`src/rtl/core/rrbt_pkg.sv`:
```
// Shared constants, codes and controller/datapath interface types for the byte throttle.
package rrbt_pkg;

  // Field widths
  localparam int FUNC_W      = 2;
  localparam int ID_W        = 6;
  localparam int BUD_W       = 32;
  localparam int EBUD_W      = 33;
  localparam int PB_W        = 16;
  localparam int EV_W        = 2;
  localparam int IN_TDATA_W  = 40;
  localparam int OUT_TDATA_W = 8;

  // Defaults
  localparam int              MAX_ENTRIES_DEF = 16;
  localparam logic [PB_W-1:0] PB_RESET        = 16'd1500;

  // Request function codes
  localparam logic [FUNC_W-1:0] FN_ADD    = 2'd0;
  localparam logic [FUNC_W-1:0] FN_REMOVE = 2'd1;
  localparam logic [FUNC_W-1:0] FN_TICK   = 2'd2;
  localparam logic [FUNC_W-1:0] FN_FLUSH  = 2'd3;

  // Result event codes
  localparam logic [EV_W-1:0] EV_REL   = 2'd0;
  localparam logic [EV_W-1:0] EV_FLUSH = 2'd1;
  localparam logic [EV_W-1:0] EV_FULL  = 2'd2;
  localparam logic [EV_W-1:0] EV_ACK   = 2'd3;

  // Controller to datapath commands
  typedef struct packed {
    logic cap;
    logic do_add;
    logic rd_head;
    logic tick_commit;
    logic scan_start;
    logic scan_step;
    logic rm_commit;
    logic ack_zero;
    logic fl_start;
    logic fl_rd;
    logic fl_out;
  } dp_cmd_t;

  // Datapath to controller status
  typedef struct packed {
    logic [FUNC_W-1:0] func;
    logic              empty;
    logic              out_free;
    logic              scan_done;
    logic              fl_last;
  } dp_sts_t;

endpackage

```
`src/rtl/core/rrbt_ctrl.sv`:
```
// Request sequencer: decodes the captured function and steps the datapath.
module rrbt_ctrl
  import rrbt_pkg::*;
(
  input  logic    clk,
  input  logic    rst_n,
  input  logic    in_tvalid,
  output logic    in_tready,
  input  dp_sts_t sts,
  output dp_cmd_t cmd
);

  typedef enum logic [6:0] {
    S_IDLE    = 7'b0000001,
    S_EXEC    = 7'b0000010,
    S_TK_EVAL = 7'b0000100,
    S_RM_SCAN = 7'b0001000,
    S_RM_DONE = 7'b0010000,
    S_FL_RD   = 7'b0100000,
    S_FL_OUT  = 7'b1000000
  } state_t;

  state_t state_r, state_nxt;

  // Only one request in flight
  assign in_tready = (state_r == S_IDLE);

  // Next state and commands
  always_comb begin
    state_nxt = state_r;
    cmd       = '0;
    case (state_r)
      S_IDLE: begin
        if (in_tvalid) begin
          cmd.cap   = 1'b1;
          state_nxt = S_EXEC;
        end
      end
      S_EXEC: begin
        case (sts.func)
          FN_ADD: begin
            if (sts.out_free) begin
              cmd.do_add = 1'b1;
              state_nxt  = S_IDLE;
            end
          end
          FN_REMOVE: begin
            cmd.scan_start = 1'b1;
            state_nxt      = S_RM_SCAN;
          end
          FN_TICK: begin
            if (sts.empty) begin
              if (sts.out_free) begin
                cmd.ack_zero = 1'b1;
                state_nxt    = S_IDLE;
              end
            end else begin
              cmd.rd_head = 1'b1;
              state_nxt   = S_TK_EVAL;
            end
          end
          FN_FLUSH: begin
            if (sts.empty) begin
              if (sts.out_free) begin
                cmd.ack_zero = 1'b1;
                state_nxt    = S_IDLE;
              end
            end else begin
              cmd.fl_start = 1'b1;
              state_nxt    = S_FL_RD;
            end
          end
          default: state_nxt = S_IDLE;
        endcase
      end
      S_TK_EVAL: begin
        if (sts.out_free) begin
          cmd.tick_commit = 1'b1;
          state_nxt       = S_IDLE;
        end
      end
      S_RM_SCAN: begin
        if (sts.scan_done) begin
          state_nxt = S_RM_DONE;
        end else begin
          cmd.scan_step = 1'b1;
        end
      end
      S_RM_DONE: begin
        if (sts.out_free) begin
          cmd.rm_commit = 1'b1;
          state_nxt     = S_IDLE;
        end
      end
      S_FL_RD: begin
        cmd.fl_rd = 1'b1;
        state_nxt = S_FL_OUT;
      end
      S_FL_OUT: begin
        if (sts.out_free) begin
          cmd.fl_out = 1'b1;
          state_nxt  = sts.fl_last ? S_IDLE : S_FL_RD;
        end
      end
      default: state_nxt = S_IDLE;
    endcase
  end

  // State register
  always_ff @(posedge clk) begin
    if (!rst_n) begin
      state_r <= S_IDLE;
    end else begin
      state_r <= state_nxt;
    end
  end

endmodule

```
`src/rtl/core/rrbt_dp.sv`:
```
// Datapath: entry ring memory, head/count pointers, scan counters and result register.
module rrbt_dp
  import rrbt_pkg::*;
#(
  parameter int MAX_ENTRIES = MAX_ENTRIES_DEF
) (
  input  logic                   clk,
  input  logic                   rst_n,
  input  logic                   cfg_we,
  input  logic [PB_W-1:0]        cfg_data,
  input  logic [FUNC_W-1:0]      in_tuser,
  input  logic [IN_TDATA_W-1:0]  in_tdata,
  input  dp_cmd_t                cmd,
  output dp_sts_t                sts,
  output logic                   out_tvalid,
  input  logic                   out_tready,
  output logic [OUT_TDATA_W-1:0] out_tdata,
  output logic [EV_W-1:0]        out_tuser,
  output logic                   out_tlast
);

  localparam int IDX_W  = (MAX_ENTRIES > 1) ? $clog2(MAX_ENTRIES) : 1;
  localparam int CNT_W  = $clog2(MAX_ENTRIES + 1);
  localparam int WORD_W = ID_W + EBUD_W;
  localparam logic [CNT_W-1:0] CNT_MAX = CNT_W'(MAX_ENTRIES);
  localparam logic [CNT_W-1:0] CNT_ONE = CNT_W'(1);

  // Slot of the entry at a given offset from the head
  function automatic logic [IDX_W-1:0] wrap_slot(input logic [IDX_W-1:0] base,
                                                 input logic [CNT_W-1:0] off);
    logic [CNT_W:0] sum;
    sum = (CNT_W+1)'(base) + (CNT_W+1)'(off);
    if (sum >= (CNT_W+1)'(MAX_ENTRIES)) begin
      sum = sum - (CNT_W+1)'(MAX_ENTRIES);
    end
    return sum[IDX_W-1:0];
  endfunction

  logic [WORD_W-1:0]  mem [MAX_ENTRIES];
  logic [WORD_W-1:0]  rd_q_r;

  logic [PB_W-1:0]    pb_r;
  logic [FUNC_W-1:0]  func_r;
  logic [ID_W-1:0]    id_r;
  logic [BUD_W-1:0]   bud_r;
  logic [IDX_W-1:0]   head_r, head_nxt;
  logic [CNT_W-1:0]   cnt_r, cnt_nxt;
  logic [CNT_W-1:0]   kept_r, kept_nxt;
  logic [CNT_W-1:0]   iss_r, iss_nxt;
  logic               scan_vld_r, scan_vld_nxt;
  logic [CNT_W-1:0]   fl_idx_r, fl_idx_nxt;

  logic               out_vld_r;
  logic [ID_W-1:0]    out_id_r;
  logic [EV_W-1:0]    out_ev_r;
  logic               out_last_r;

  logic               rd_en, wr_en;
  logic [IDX_W-1:0]   rd_addr, wr_addr;
  logic [WORD_W-1:0]  wr_data;
  logic               load;
  logic [ID_W-1:0]    ld_id;
  logic [EV_W-1:0]    ld_ev;
  logic               ld_last;

  logic [ID_W-1:0]    rd_id;
  logic [EBUD_W-1:0]  rd_bud;
  logic [EBUD_W-1:0]  tick_nb;
  logic               tick_rel;
  logic               full;
  logic               issue;
  logic               fl_last;
  logic               out_free;

  assign rd_id    = rd_q_r[WORD_W-1 -: ID_W];
  assign rd_bud   = rd_q_r[EBUD_W-1:0];
  assign tick_nb  = rd_bud - EBUD_W'(pb_r);
  assign tick_rel = tick_nb[EBUD_W-1];
  assign full     = (cnt_r == CNT_MAX);
  assign issue    = (iss_r < cnt_r);
  assign fl_last  = (fl_idx_r == (cnt_r - CNT_ONE));
  assign out_free = !out_vld_r || out_tready;

  // Status to controller
  assign sts.func      = func_r;
  assign sts.empty     = (cnt_r == '0);
  assign sts.out_free  = out_free;
  assign sts.scan_done = !issue && !scan_vld_r;
  assign sts.fl_last   = fl_last;

  // Command decode: memory ports, pointer updates, result load
  always_comb begin
    rd_en        = 1'b0;
    rd_addr      = head_r;
    wr_en        = 1'b0;
    wr_addr      = head_r;
    wr_data      = rd_q_r;
    head_nxt     = head_r;
    cnt_nxt      = cnt_r;
    kept_nxt     = kept_r;
    iss_nxt      = iss_r;
    scan_vld_nxt = scan_vld_r;
    fl_idx_nxt   = fl_idx_r;
    load         = 1'b0;
    ld_id        = '0;
    ld_ev        = EV_ACK;
    ld_last      = 1'b1;

    // Add at the back, or reject when full
    if (cmd.do_add) begin
      load  = 1'b1;
      ld_id = id_r;
      if (full) begin
        ld_ev = EV_FULL;
      end else begin
        wr_en   = 1'b1;
        wr_addr = wrap_slot(head_r, cnt_r);
        wr_data = {id_r, 1'b0, bud_r};
        cnt_nxt = cnt_r + CNT_ONE;
      end
    end

    // Tick: fetch head, then charge it
    if (cmd.rd_head) begin
      rd_en   = 1'b1;
      rd_addr = head_r;
    end
    if (cmd.tick_commit) begin
      load     = 1'b1;
      ld_id    = rd_id;
      head_nxt = wrap_slot(head_r, CNT_ONE);
      if (tick_rel) begin
        ld_ev   = EV_REL;
        cnt_nxt = cnt_r - CNT_ONE;
      end else begin
        wr_en   = 1'b1;
        wr_addr = wrap_slot(head_r, cnt_r);
        wr_data = {rd_id, tick_nb};
      end
    end

    // Remove: pipelined in-place compaction, read one ahead of write
    if (cmd.scan_start) begin
      iss_nxt      = '0;
      kept_nxt     = '0;
      scan_vld_nxt = 1'b0;
    end
    if (cmd.scan_step) begin
      if (issue) begin
        rd_en   = 1'b1;
        rd_addr = wrap_slot(head_r, iss_r);
        iss_nxt = iss_r + CNT_ONE;
      end
      scan_vld_nxt = issue;
      if (scan_vld_r && (rd_id != id_r)) begin
        wr_en    = 1'b1;
        wr_addr  = wrap_slot(head_r, kept_r);
        wr_data  = rd_q_r;
        kept_nxt = kept_r + CNT_ONE;
      end
    end
    if (cmd.rm_commit) begin
      cnt_nxt = kept_r;
      load    = 1'b1;
      ld_id   = id_r;
    end

    // Empty tick or flush
    if (cmd.ack_zero) begin
      load     = 1'b1;
      head_nxt = '0;
    end

    // Flush walk
    if (cmd.fl_start) begin
      fl_idx_nxt = '0;
    end
    if (cmd.fl_rd) begin
      rd_en   = 1'b1;
      rd_addr = wrap_slot(head_r, fl_idx_r);
    end
    if (cmd.fl_out) begin
      load       = 1'b1;
      ld_id      = rd_id;
      ld_ev      = EV_FLUSH;
      ld_last    = fl_last;
      fl_idx_nxt = fl_idx_r + CNT_ONE;
      if (fl_last) begin
        cnt_nxt  = '0;
        head_nxt = '0;
      end
    end
  end

  // Entry memory
  always_ff @(posedge clk) begin
    if (wr_en) begin
      mem[wr_addr] <= wr_data;
    end
  end

  always_ff @(posedge clk) begin
    if (rd_en) begin
      rd_q_r <= mem[rd_addr];
    end
  end

  // Captured request payload
  always_ff @(posedge clk) begin
    if (cmd.cap) begin
      func_r <= in_tuser;
      id_r   <= in_tdata[ID_W-1:0];
      bud_r  <= in_tdata[ID_W +: BUD_W];
    end
  end

  // Control registers
  always_ff @(posedge clk) begin
    if (!rst_n) begin
      pb_r       <= PB_RESET;
      head_r     <= '0;
      cnt_r      <= '0;
      kept_r     <= '0;
      iss_r      <= '0;
      scan_vld_r <= 1'b0;
      fl_idx_r   <= '0;
      out_vld_r  <= 1'b0;
    end else begin
      if (cfg_we) begin
        pb_r <= cfg_data;
      end
      head_r     <= head_nxt;
      cnt_r      <= cnt_nxt;
      kept_r     <= kept_nxt;
      iss_r      <= iss_nxt;
      scan_vld_r <= scan_vld_nxt;
      fl_idx_r   <= fl_idx_nxt;
      if (load) begin
        out_vld_r <= 1'b1;
      end else if (out_tready) begin
        out_vld_r <= 1'b0;
      end
    end
  end

  // Result payload
  always_ff @(posedge clk) begin
    if (load) begin
      out_id_r   <= ld_id;
      out_ev_r   <= ld_ev;
      out_last_r <= ld_last;
    end
  end

  assign out_tvalid = out_vld_r;
  assign out_tdata  = {{(OUT_TDATA_W-ID_W){1'b0}}, out_id_r};
  assign out_tuser  = out_ev_r;
  assign out_tlast  = out_last_r;

endmodule

```
`src/rtl/core/round_robin_byte_throttle.sv`:
```
// Throughput: one request at a time; the next is taken the cycle after its last result loads.
// Each result load waits while the output register holds a result that is not yet taken.
// The remove scan and flush walk are bound by the single read port of the entry memory.
// Reset: synchronous, active low; clears pointers, count and sequencer, packet size to 1500.
// Top level: round-robin byte throttle with controller, datapath and config register.
module round_robin_byte_throttle
  import rrbt_pkg::*;
#(
  parameter int MAX_ENTRIES = MAX_ENTRIES_DEF
) (
  input  logic                   clk,
  input  logic                   rst_n,
  // Packet size register
  input  logic                   cfg_valid,
  output logic                   cfg_ready,
  input  logic [PB_W-1:0]        cfg_data,
  // Requests
  input  logic                   in_tvalid,
  output logic                   in_tready,
  input  logic [IN_TDATA_W-1:0]  in_tdata,   // [5:0] entry_id, [37:6] byte_budget, [39:38] zero
  input  logic [FUNC_W-1:0]      in_tuser,   // [1:0] func
  // Results
  output logic                   out_tvalid,
  input  logic                   out_tready,
  output logic [OUT_TDATA_W-1:0] out_tdata,  // [5:0] released_id, [7:6] zero
  output logic [EV_W-1:0]        out_tuser,  // [1:0] event_res
  output logic                   out_tlast
);

  dp_cmd_t cmd;
  dp_sts_t sts;

  // Register writes are always taken
  assign cfg_ready = 1'b1;

  rrbt_ctrl u_ctrl (
    .clk       (clk),
    .rst_n     (rst_n),
    .in_tvalid (in_tvalid),
    .in_tready (in_tready),
    .sts       (sts),
    .cmd       (cmd)
  );

  rrbt_dp #(
    .MAX_ENTRIES (MAX_ENTRIES)
  ) u_dp (
    .clk        (clk),
    .rst_n      (rst_n),
    .cfg_we     (cfg_valid),
    .cfg_data   (cfg_data),
    .in_tuser   (in_tuser),
    .in_tdata   (in_tdata),
    .cmd        (cmd),
    .sts        (sts),
    .out_tvalid (out_tvalid),
    .out_tready (out_tready),
    .out_tdata  (out_tdata),
    .out_tuser  (out_tuser),
    .out_tlast  (out_tlast)
  );

`ifndef SYNTHESIS
  // A request is never taken back to back
  a_one_in_flight: assert property (@(posedge clk) disable iff (!rst_n)
    (in_tvalid && in_tready) |=> !in_tready)
    else $error("request accepted while previous one in flight");

  // Results only load into a free output register
  a_load_free: assert property (@(posedge clk) disable iff (!rst_n)
    (cmd.do_add || cmd.tick_commit || cmd.rm_commit || cmd.ack_zero || cmd.fl_out)
      |-> sts.out_free)
    else $error("result loaded over a pending result");

  // At most one memory-writing or result-loading command per cycle
  a_cmd_excl: assert property (@(posedge clk) disable iff (!rst_n)
    $onehot0({cmd.do_add, cmd.tick_commit, cmd.scan_step, cmd.rm_commit,
              cmd.ack_zero, cmd.fl_out}))
    else $error("conflicting datapath commands");
`endif

endmodule
```
`config.mk`:
```
export PLATFORM = sky130hd
export DESIGN_NAME = round_robin_byte_throttle
export DESIGN_NICKNAME = d
export VERILOG_FILES = /design/src/rtl/core/rrbt_pkg.sv /design/src/rtl/core/rrbt_ctrl.sv /design/src/rtl/core/rrbt_dp.sv /design/src/rtl/core/round_robin_byte_throttle.sv
export SDC_FILE = /design/constraint.sdc
export NUM_CORES = 1
export LEC_CHECK = 0
export BUFFER_PORTS_ARGS = -buffer_cell sky130_fd_sc_hd__clkbuf_2
export CAP_MARGIN = 10
export CORE_ASPECT_RATIO = 2
export CORE_MARGIN = 3
export CORE_UTILIZATION = 45
export CTS_BUF_LIST = sky130_fd_sc_hd__clkbuf_8 sky130_fd_sc_hd__clkbuf_16
export DETAILED_ROUTE_END_ITERATION = 6
export HOLD_SLACK_MARGIN = 0.1
export SYNTH_ARGS = -nofsm -noshare
export SYNTH_HDL_FRONTEND = slang
export SYNTH_SLANG_ARGS = --single-unit
export TNS_END_PERCENT = 50
```
`constraint.sdc`:
```
create_clock -name clk -period 11.8 [get_ports clk]
set_input_delay 2.36 -clock clk [delete_from_list [all_inputs] [get_ports clk]]
set_output_delay 2.36 -clock clk [all_outputs]
set_load 0.05 [all_outputs]
```
==> flow_metrics.tcl, run 1 <==
set metrics [dict create \
    yosysWarnings 0 \
    grt-ovfl-total 0 \
    numCtsBuffers 68 \
    nNetsFinal 2252 \
    drc 0 \
    slew_headroom 0.2060 \
    fillers 5633 \
    clk_latency_ns 0.64 \
    avgSynthCellArea_sq_um 15.38 \
    synth_flop_cell "edfxtp_1" \
    start_util 0.4568 \
    slew_viol_final 0 \
    max_cap_viol_count 0 \
    dp_hpwl_mm 47.90 \
    drtAntennaViolNets 0 \
    final_common_cell "edfxtp_1" \
    yosys.area_share.adder 0.01859 \
    viasPerCell 6.014 \
    p_leak_nw 13.93 \
    fin_tns_setup_ns 0 \
    muxShareOfSynthArea 0.1033 \
    cts_buffer_depth 3 \
    grt_max_degree 129 \
    cts_hold_buf 0 \
    crit_arrival_ns 5.93 \
    syn_inst 2057 \
    final_cell_mix "edfxtp_1, mux2i_1, o22ai_1" \
    worstSetupStartpointType "primary input" \
    fin_crit_ns 5.674 \
    powerDensity_nw_per_um2 149.1 \
    h-tree-depth 3 \
    drive_gt1_frac 0.1229 \
    core_area_sq_um 69260 \
    rows 136 \
    wl_mm 83.46 \
    highest_layer "met4" \
    setup_viol 0 \
    diodes 0 \
    hold_viol 0 \
    final_util 0.5118 \
    cts_sinks 761 \
    syn2layout_area_growth_pct 12.06 \
    worstMarginPinSlew_ns 1.183 \
    synth_edf_count 712 \
    path_max_fanout 39 \
    drt_iter0_markers 1615 \
    wl_met1_mm 32.08 \
    synth_seq_cells 761 \
    cts-root-buf "clkbuf_16" \
    num_vias 18610 \
    synth_top_family_by_area "multiplexers" \
    syn_area_sq_um 31630 \
    synth_simple_gate_area_frac 0.06229 \
    fin_crit_sh 0.4809 \
    grt_pass1_vias 19000 \
    ys_types 79 \
    gp_congestion 0.8377 \
    wl_met2_mm 42.92 \
    path_clk_slew_ns 0.06 \
    grt_pass1_wl_mm 122.0 \
    grt_usage 0.2227 \
    outcome "completed" \
    rsz0062_at_grt "no" \
    async_flop_share 0 \
    die_x_um 193.5 \
    ctsResizeCount 0 \
    post_cts_buffers 0 \
    yosysSeqAreaShare 0.7069 \
    critPathRequiredTime_ns 12.05 \
    hold_class "reg2reg" \
    end_kind "flop" \
    antenna_found_initial 0 \
    setup.worst_path.class "in2reg" \
    finClkSkew_ns 0.02465 \
    clock.fmax_mhz 176.2 \
    synth_compound_area_frac 0.07819 \
    dieHeight_um 381.0 \
    first_pass_iters 5 \
    synthXorXnorAreaFrac 0.01107 \
    peakVddDrop_mv 0.1358 \
    wl_met3_mm 4.968 \
    port_buffers 71 \
    dieArea_sq_um 73710 \
    multiInputGateArea_sq_um 8825 \
    regArea_sq_um 22360 \
    tritoncts "built" \
    io_pins 77 \
    routedWlPerCell_um 26.97 \
]
-- synthesized netlist by cell type, drive strengths merged (6+ instances only) --
cell type / n / area [sq um]
xnor2: 23 / 201.4
a211oi: 8 / 60.06
dfxtp: 49 / 980.9
o211ai: 16 / 120.1
edfxtp: 712 / 21380
nand3: 43 / 227.7
a31oi: 13 / 96.34
o21a: 12 / 90.09
mux2i: 326 / 3267
nand3b: 6 / 48.80
nor2: 83 / 311.6
nor4: 9 / 77.57
or4: 42 / 319.1
nand4: 6 / 52.55
inv: 30 / 112.6
nor2b: 17 / 106.4
a21o: 13 / 105.1
o21ai: 39 / 195.2
buf: 59 / 322.8
a21oi: 47 / 239.0
nor3: 32 / 176.4
nand2b: 8 / 50.05
a22o: 7 / 61.31
o22ai: 171 / 1070
a211o: 6 / 52.55
nand2: 85 / 319.1
ha: 39 / 488.0
and2: 11 / 68.82
a21boi: 10 / 75.07
and3: 6 / 37.54
xor2: 17 / 148.9
or3: 9 / 56.30
clkbuf: 48 / 180.2
-- registers in the layout, summed over array words and instances (netlist names), 4 cells and up --
name	cells
u_dp.mem	624
u_dp.rd_q_r	39
u_dp.bud_r	32
u_dp.pb_r	16
u_ctrl.state_r	7
u_dp.id_r	6
u_dp.out_id_r	6
u_dp.cnt_r	5
u_dp.fl_idx_r	5
u_dp.iss_r	5
u_dp.kept_r	5
u_dp.head_r	4
-- power breakdown --
group,switching (mW),total [mW],internal [mW]
Clock,0.996,2.25,1.25
Combinational,0.0598,0.0911,0.0313
Sequential,0.0121,2.94,2.93
Total,1.07,5.28,4.22
-- metal layers --
| metal | global-route usage | vias to the layer above |
|---|---|---|
| li1 | - | 8290 |
| met1 | 0.2721 | 9438 |
| met2 | 0.3921 | 704 |
| met3 | 0.03185 | 174 |
| met4 | 0.09934 | 0 |
| met5 | 0 | - |
-- cell families (layout without fill, tap and decap cells) --
group                    after synthesis  count (layout)
XOR/XNOR                              40              40
adder cells (fa/ha/maj)               44              44
AND/OR/NAND/NOR                      371             371
AO/OA/AOI/OAI                        376             376
other                                  2               3
flip-flops                           761             761
multiplexers                         326             326
buffers and inverters                137             276
-- through the flow --
step	setup slack [ns]	area, sq um	hold WS, ns	std cells	total power, mW
2_1_floorplan	4.765	31640	0.4288	2058	3.051
3_3_place_gp	5.218	33180	0.4696	2969	3.089
3_5_place_dp	5.120	33180	0.4726	2969	3.091
4_1_cts	5.808	35430	0.4858	3091	5.337
5_1_grt	5.976	35450	0.5009	3094	5.446
6_report	6.126	35450	0.4828	3094	5.284
-- final timing paths --
| kind | from | slack, ns | end | cells after the start |
|---|---|---|---|---|
| worst max-delay path | out_tready | 6.13 | u_dp.mem[9][10] | 10 |
| worst max register to register | u_dp.cnt_r[2] | 6.67 | u_dp.rd_q_r[15] | 12 |
| worst min-delay path | u_dp.iss_r[4] | 0.48 | u_dp.iss_r[4] | 1 |
| worst min register to register | u_dp.iss_r[4] | 0.48 | u_dp.iss_r[4] | 1 |
-- critical path, cell delays in order --
cell and delay, ns:
clkbuf_2 0.09, nor2b_1 0.62, nor3_1 0.21, and3_1 0.23, buf_4 0.26, a31oi_4 0.53, mux2i_1 0.30, a21oi_1 0.31
nor3_2 0.27, buf_4 0.71
-- layout make-up --
cell class              instances  share of cell area
clock buffers                  70             0.04878
repair buffers                124             0.02195
multi-input cells            1160              0.2490
inverters                      30            0.003177
flip-flops and latches        761              0.6308
well taps                     897             0.03166
clock inverters                52             0.01465
No activity file was read; power rests on OpenSTA's default activity.
==> inputs of run 2 (changes only) <==
ABC_AREA = 1   (was unset)
clock period = 5 ns   (was 11.8 ns; I/O delays follow)
==> flow_metrics.tcl, run 2 <==
set metrics [dict create \
    pre_cts_slack_ns 0.8487 \
    io_pins 77 \
    num_vias 24750 \
    fin_tns_setup_ns 0 \
    grt_pass1_vias 24190 \
    finClkSkew_ns 0.02740 \
    p_comb_frac 0.027 \
    wl_mm 96.53 \
    dieArea_sq_um 82330 \
    p_total_mw 13.06 \
    worstMarginPinSlew_ns 1.117 \
    setup_ws_ns 0.9417 \
    diodes 0 \
    outcome "completed" \
    grt-ovfl-total 0 \
    nNetsFinal 3819 \
    synthTopCellsByCount "nand2_1, inv_1, edfxtp_1" \
    path_clk_slew_ns 0.07 \
    netlist_top_cells_area "edfxtp_1, nand3_1, nand2_1" \
    routedWlPerCell_um 20.15 \
    crit_arrival_ns 4.39 \
    cts-root-buf "clkbuf_16" \
    p_leak_nw 17.20 \
    first_pass_iters 6 \
    drt_iter0_markers 1959 \
    gp_congestion 0.8883 \
    drive_gt1_frac 0.08066 \
    yosysTopAreaCell "edfxtp_1" \
    rows 144 \
    antenna_found_initial 0 \
    fin_crit_sh 0.8117 \
    tritoncts "built" \
    ctsResizeCount 0 \
    drc 0 \
    setup_viol 0 \
    netSwitchingFraction 0.2065 \
    regArea_sq_um 22360 \
    h-tree-depth 3 \
    clock.fmax_mhz 246.4 \
    largest_register "u_dp.mem" \
    core_area_sq_um 77470 \
    peakVddDrop_mv 0.2248 \
    slew_viol_final 0 \
    dp_hpwl_mm 56.84 \
    yosysWarnings 0 \
    syn2layout_area_growth_pct 12.24 \
    power.internal_mw 10.36 \
    end_kind "flop" \
    grt_pass1_wl_mm 144.6 \
    path_max_fanout 16 \
    critPathRequiredTime_ns 5.33 \
    final_cell_mix "nand2_1, inv_1, edfxtp_1" \
    port_buffers 71 \
    start_util 0.4573 \
    max_cap_viol_count 0 \
    pwr-share-clk 0.435 \
    final_util 0.5133 \
    synth_flop_cell "edfxtp_1" \
    slew_headroom 0.2546 \
    drtAntennaViolNets 0 \
    cts_buffer_depth 3 \
    fillers 6945 \
    largest_reg_flops 624 \
    cts_hold_buf 0 \
    die_x_um 204.4 \
    grt_max_degree 89 \
    ys_types 50 \
    synth_edf_count 712 \
    hold_viol 0 \
    numCtsBuffers 72 \
    worstSetupStartpointType "flop" \
    power_frac_seq 0.538 \
    post_cts_buffers 0 \
    clk_latency_ns 0.65 \
    reg.largest.list "u_dp.mem x624, u_dp.rd_q_r x39, u_dp.bud_r x32" \
    grt_usage 0.2354 \
    avgSynthCellArea_sq_um 9.719 \
    rsz0062_at_grt "no" \
    setup.worst_path.class "reg2reg" \
    syn_inst 3645 \
    placed_cells 4660 \
    final_common_cell "nand2_1" \
    viasPerCell 5.165 \
    cts_sinks 761 \
    synth_top_area_frac 0.6035 \
    power.switching_mw 2.698 \
    powerDensity_nw_per_um2 328.5 \
    hold_class "reg2reg" \
    multiInputGateArea_sq_um 9528 \
    synth_seq_cells 761 \
    syn_area_sq_um 35430 \
    finalNonFillerCells 4791 \
    dieHeight_um 402.8 \
    async_flop_share 0 \
    yosysMostFrequentCell "nand2_1" \
    yosysSeqAreaShare 0.6312 \
    fin_crit_ns 4.058 \
]
## run 2: changes by cell type after synthesis, moves of 25 or more
cell,before,now
inv_1,30,775
nand3_1,42,646
o21ai_0,35,88
mux2i_1,325,0
a21oi_1,46,71
o22ai_1,171,0
or4_1,41,0
buf_2,45,111
nand2_1,85,842
## run 2: stage by stage
| stage | hold slack, ns | area [sq um] |
|---|---|---|
| floorplan | 0.4389 | 35430 |
| global placement | 0.4488 | 37350 |
| detailed placement | 0.4635 | 37350 |
| CTS | 0.4715 | 39760 |
| global route | 0.4975 | 39760 |
| finish | 0.4725 | 39760 |
## run 2: logic make-up (layout without fill, tap and decap cells)
| kind of cell | count (synthesis) | after routing | synth area share |
|---|---|---|---|
| simple gates | 1649 | 1649 | 0.2033 |
| xor+xnor | 47 | 47 | 0.01162 |
| buf+inv | 940 | 1063 | 0.1052 |
| fa+ha+maj | 44 | 44 | 0.01660 |
| flops | 761 | 761 | 0.6312 |
| other cells | 2 | 3 | 0.0002120 |
| compound gates | 202 | 202 | 0.03189 |
## run 2: power by group through the flow
stage	registers [mW]	logic (mW)	clock network (mW)
3_5_place_dp	7.16	0.351	0
4_1_cts	7.03	0.352	5.77
3_3_place_gp	7.17	0.347	0
5_1_grt	7.03	0.389	6.00
2_1_floorplan	7.15	0.209	0
6_report	7.03	0.351	5.68
## run 2: path summary, 6_finish.rpt
| check | from | slack [ns] | cells after the start | to |
|---|---|---|---|---|
| worst max-delay path | u_dp.rd_q_r[0] | 0.94 | 19 | u_dp.mem[3][6] |
| worst min-delay path | u_dp.scan_vld_r | 0.47 | 2 | u_dp.scan_vld_r |
| worst max register to register | u_dp.rd_q_r[0] | 0.94 | 19 | u_dp.mem[3][6] |
| worst min register to register | u_dp.scan_vld_r | 0.47 | 2 | u_dp.scan_vld_r |
## run 2: worst max-delay path, stage by stage, from the launching register on
cell,delay [ns]
edfxtp_1,0.32
inv_1,0.04
ha_1,0.20
fa_1,0.41
nand3b_1,0.18
nand2_1,0.16
nand2_1,0.07
nand2_1,0.09
nand2_1,0.14
nand3_1,0.12
nand2_1,0.09
nand3_2,0.11
buf_4,0.21
nand3_2,0.16
nor2_1,0.18
inv_1,0.05
nand2_1,0.06
nand2_1,0.25
nor2_4,0.61
buf_12,0.26
## run 2: area by class of cell
| cell class | count | share of cell area |
|---|---|---|
| sequential | 761 | 0.5623 |
| multi-input combinational | 1945 | 0.2396 |
| clock buffer | 75 | 0.04720 |
| tap | 1022 | 0.03216 |
| inverter | 783 | 0.07394 |
| timing repair buffer | 149 | 0.03121 |
| clock inverter | 56 | 0.01353 |
## run 2: routing by layer
metal | vias to the layer above | GRT usage | routed length, um
met5 | - | 0 | 0
met1 | 11840 | 0.2753 | 36860
li1 | 11940 | - | -
met2 | 746 | 0.4241 | 50140
met4 | 0 | 0.1119 | 4554
met3 | 222 | 0.03085 | 4976
==> inputs of run 3 (changes only) <==
clock period = 3.48 ns   (was 5 ns; I/O delays follow)
==> flow_metrics.tcl, run 3 (same netlist as run 2, synthesis figures left out) <==
set metrics [dict create \
    grt-ovfl-total 0 \
    cts-root-buf "clkbuf_16" \
    rrSetupSlack_ns 0.15 \
    antenna_found_initial 2 \
    setup.worst_path.class "reg2reg" \
    crit_start "u_dp.rd_q_r[7]" \
    gp_congestion 0.8875 \
    final_cell_mix "nand2_1, inv_1, edfxtp_1" \
    max_cap_viol_count 0 \
    reg.largest.list "u_dp.mem x624, u_dp.rd_q_r x39, u_dp.bud_r x32" \
    setup_ws_ns 0.1460 \
    core_area_sq_um 77470 \
    grt_max_degree 62 \
    powerDensity_nw_per_um2 455.2 \
    drt_iter0_markers 1916 \
    reg2reg_depth 16 \
    fin_crit_ns 3.334 \
    nNetsFinal 3879 \
    crit_end "u_dp.mem[15][25]" \
    dieHeight_um 402.8 \
    rr_startpoint "u_dp.rd_q_r[7]" \
    path_max_fanout 7 \
    end_kind "flop" \
    dp_hpwl_mm 61.19 \
    crit_arrival_ns 3.69 \
    path_clk_slew_ns 0.07 \
    grt_usage 0.2361 \
    fin_tns_setup_ns 0 \
    rows 144 \
    fin_crit_sh 0.9580 \
    largest_reg_flops 624 \
    io_pins 77 \
    p_leak_nw 17.60 \
    h-tree-depth 3 \
    cts_hold_buf 0 \
    drtAntennaViolNets 0 \
    start_util 0.4573 \
    viasPerCell 5.129 \
    hold_depth 1 \
    p_total_mw 18.56 \
    num_vias 24890 \
    clk_latency_ns 0.65 \
    hold_class "in2reg" \
    peakVddDrop_mv 0.3081 \
    reg2reg_to "u_dp.mem[15][25]" \
    final_common_cell "nand2_1" \
    hold_viol 0 \
    numCtsBuffers 72 \
    worstMarginPinSlew_ns 1.233 \
    grt_pass1_wl_mm 145.2 \
    drc 0 \
    finClkSkew_ns 0.02509 \
    slew_viol_final 0 \
    grt_pass1_vias 23960 \
    tritoncts "built" \
    die_x_um 204.4 \
    dieArea_sq_um 82330 \
    outcome "completed" \
    first_pass_iters 6 \
    pre_cts_slack_ns -0.1219 \
    slew_headroom 0.1748 \
    routedWlPerCell_um 20.15 \
    syn2layout_area_growth_pct 15.08 \
    setup_viol 0 \
    clock.fmax_mhz 299.9 \
    worstSetupStartpointType "flop" \
    port_buffers 71 \
    wl_mm 97.77 \
    drive_gt1_frac 0.09846 \
    largest_register "u_dp.mem" \
    cts_sinks 761 \
    cts_buffer_depth 3 \
    critPathRequiredTime_ns 3.83 \
]
[run 3: per-stage QoR]
stage	hold slack (ns)	util	cell area (sq um)	cells
detailed placement	0.4566	0.4941	38280	4712
floorplan	0.4389	-	35470	3646
finish	0.2246	0.5262	40770	4853
CTS	0.1750	0.5246	40640	4845
global route	0.1988	0.5262	40770	4853
global placement	0.4498	0.4941	38280	4712
[run 3: how the worst min path moves through the flow]
| stage | startpoint | end | slack (ns) |
|---|---|---|---|
| detailed placement | u_dp.pb_r[14] | u_dp.pb_r[14] | 0.46 |
| global placement | u_dp.scan_vld_r | u_dp.scan_vld_r | 0.45 |
| CTS | in_tdata[16] | u_dp.bud_r[10] | 0.17 |
| finish | in_tdata[35] | u_dp.bud_r[29] | 0.22 |
| floorplan | u_dp.pb_r[5] | u_dp.pb_r[5] | 0.44 |
| global route | in_tdata[33] | u_dp.bud_r[27] | 0.20 |
[run 3: final cells by class]
type,instances,area [sq um]
clock buffer,75,1877
tap,1022,1279
timing repair buffer,209,2277
antenna,2,5.005
fill,6976,36710
clock inverter,56,465.4
sequential,761,22360
inverter,783,2940
multi-input combinational,1945,9564
[run 3: where the power goes]
group | internal [mW] | switching (mW)
Combinational | 0.154 | 0.381
Clock | 4.45 | 3.49
Sequential | 10.0 | 0.0583
Total | 14.6 | 3.93
[run 3: critical path, stage by stage, from the launching register on]
cell and delay [ns]:
edfxtp_1 0.42, ha_1 0.39, nand2_1 0.14, inv_1 0.05
a21oi_1 0.20, nand2_1 0.13, nand2_2 0.13, nand3_1 0.11
nand2_1 0.14, nand3_4 0.13, nand2_2 0.14, a21oi_1 0.14
o21ai_1 0.19, nand2_2 0.20, nor2_4 0.17, buf_12 0.17
clkbuf_16 0.18
[run 3: metal layers]
layer,up-vias,wire [um],GRT usage
met5,-,0,0
met3,194,4811,0.02948
met2,737,51670,0.4296
met1,11910,37830,0.2847
met4,0,3456,0.08642
li1,12050,-,-
[run 3: timing repair]
| item | CTS | global route |
|---|---|---|
| endpoints found under the setup margin | 188 | 704 |
| cloned | 0 | 2 |
| pin swaps | 1 | 4 |
| resized for setup | 2 | 8 |
| buffers inserted | 2 | 4 |
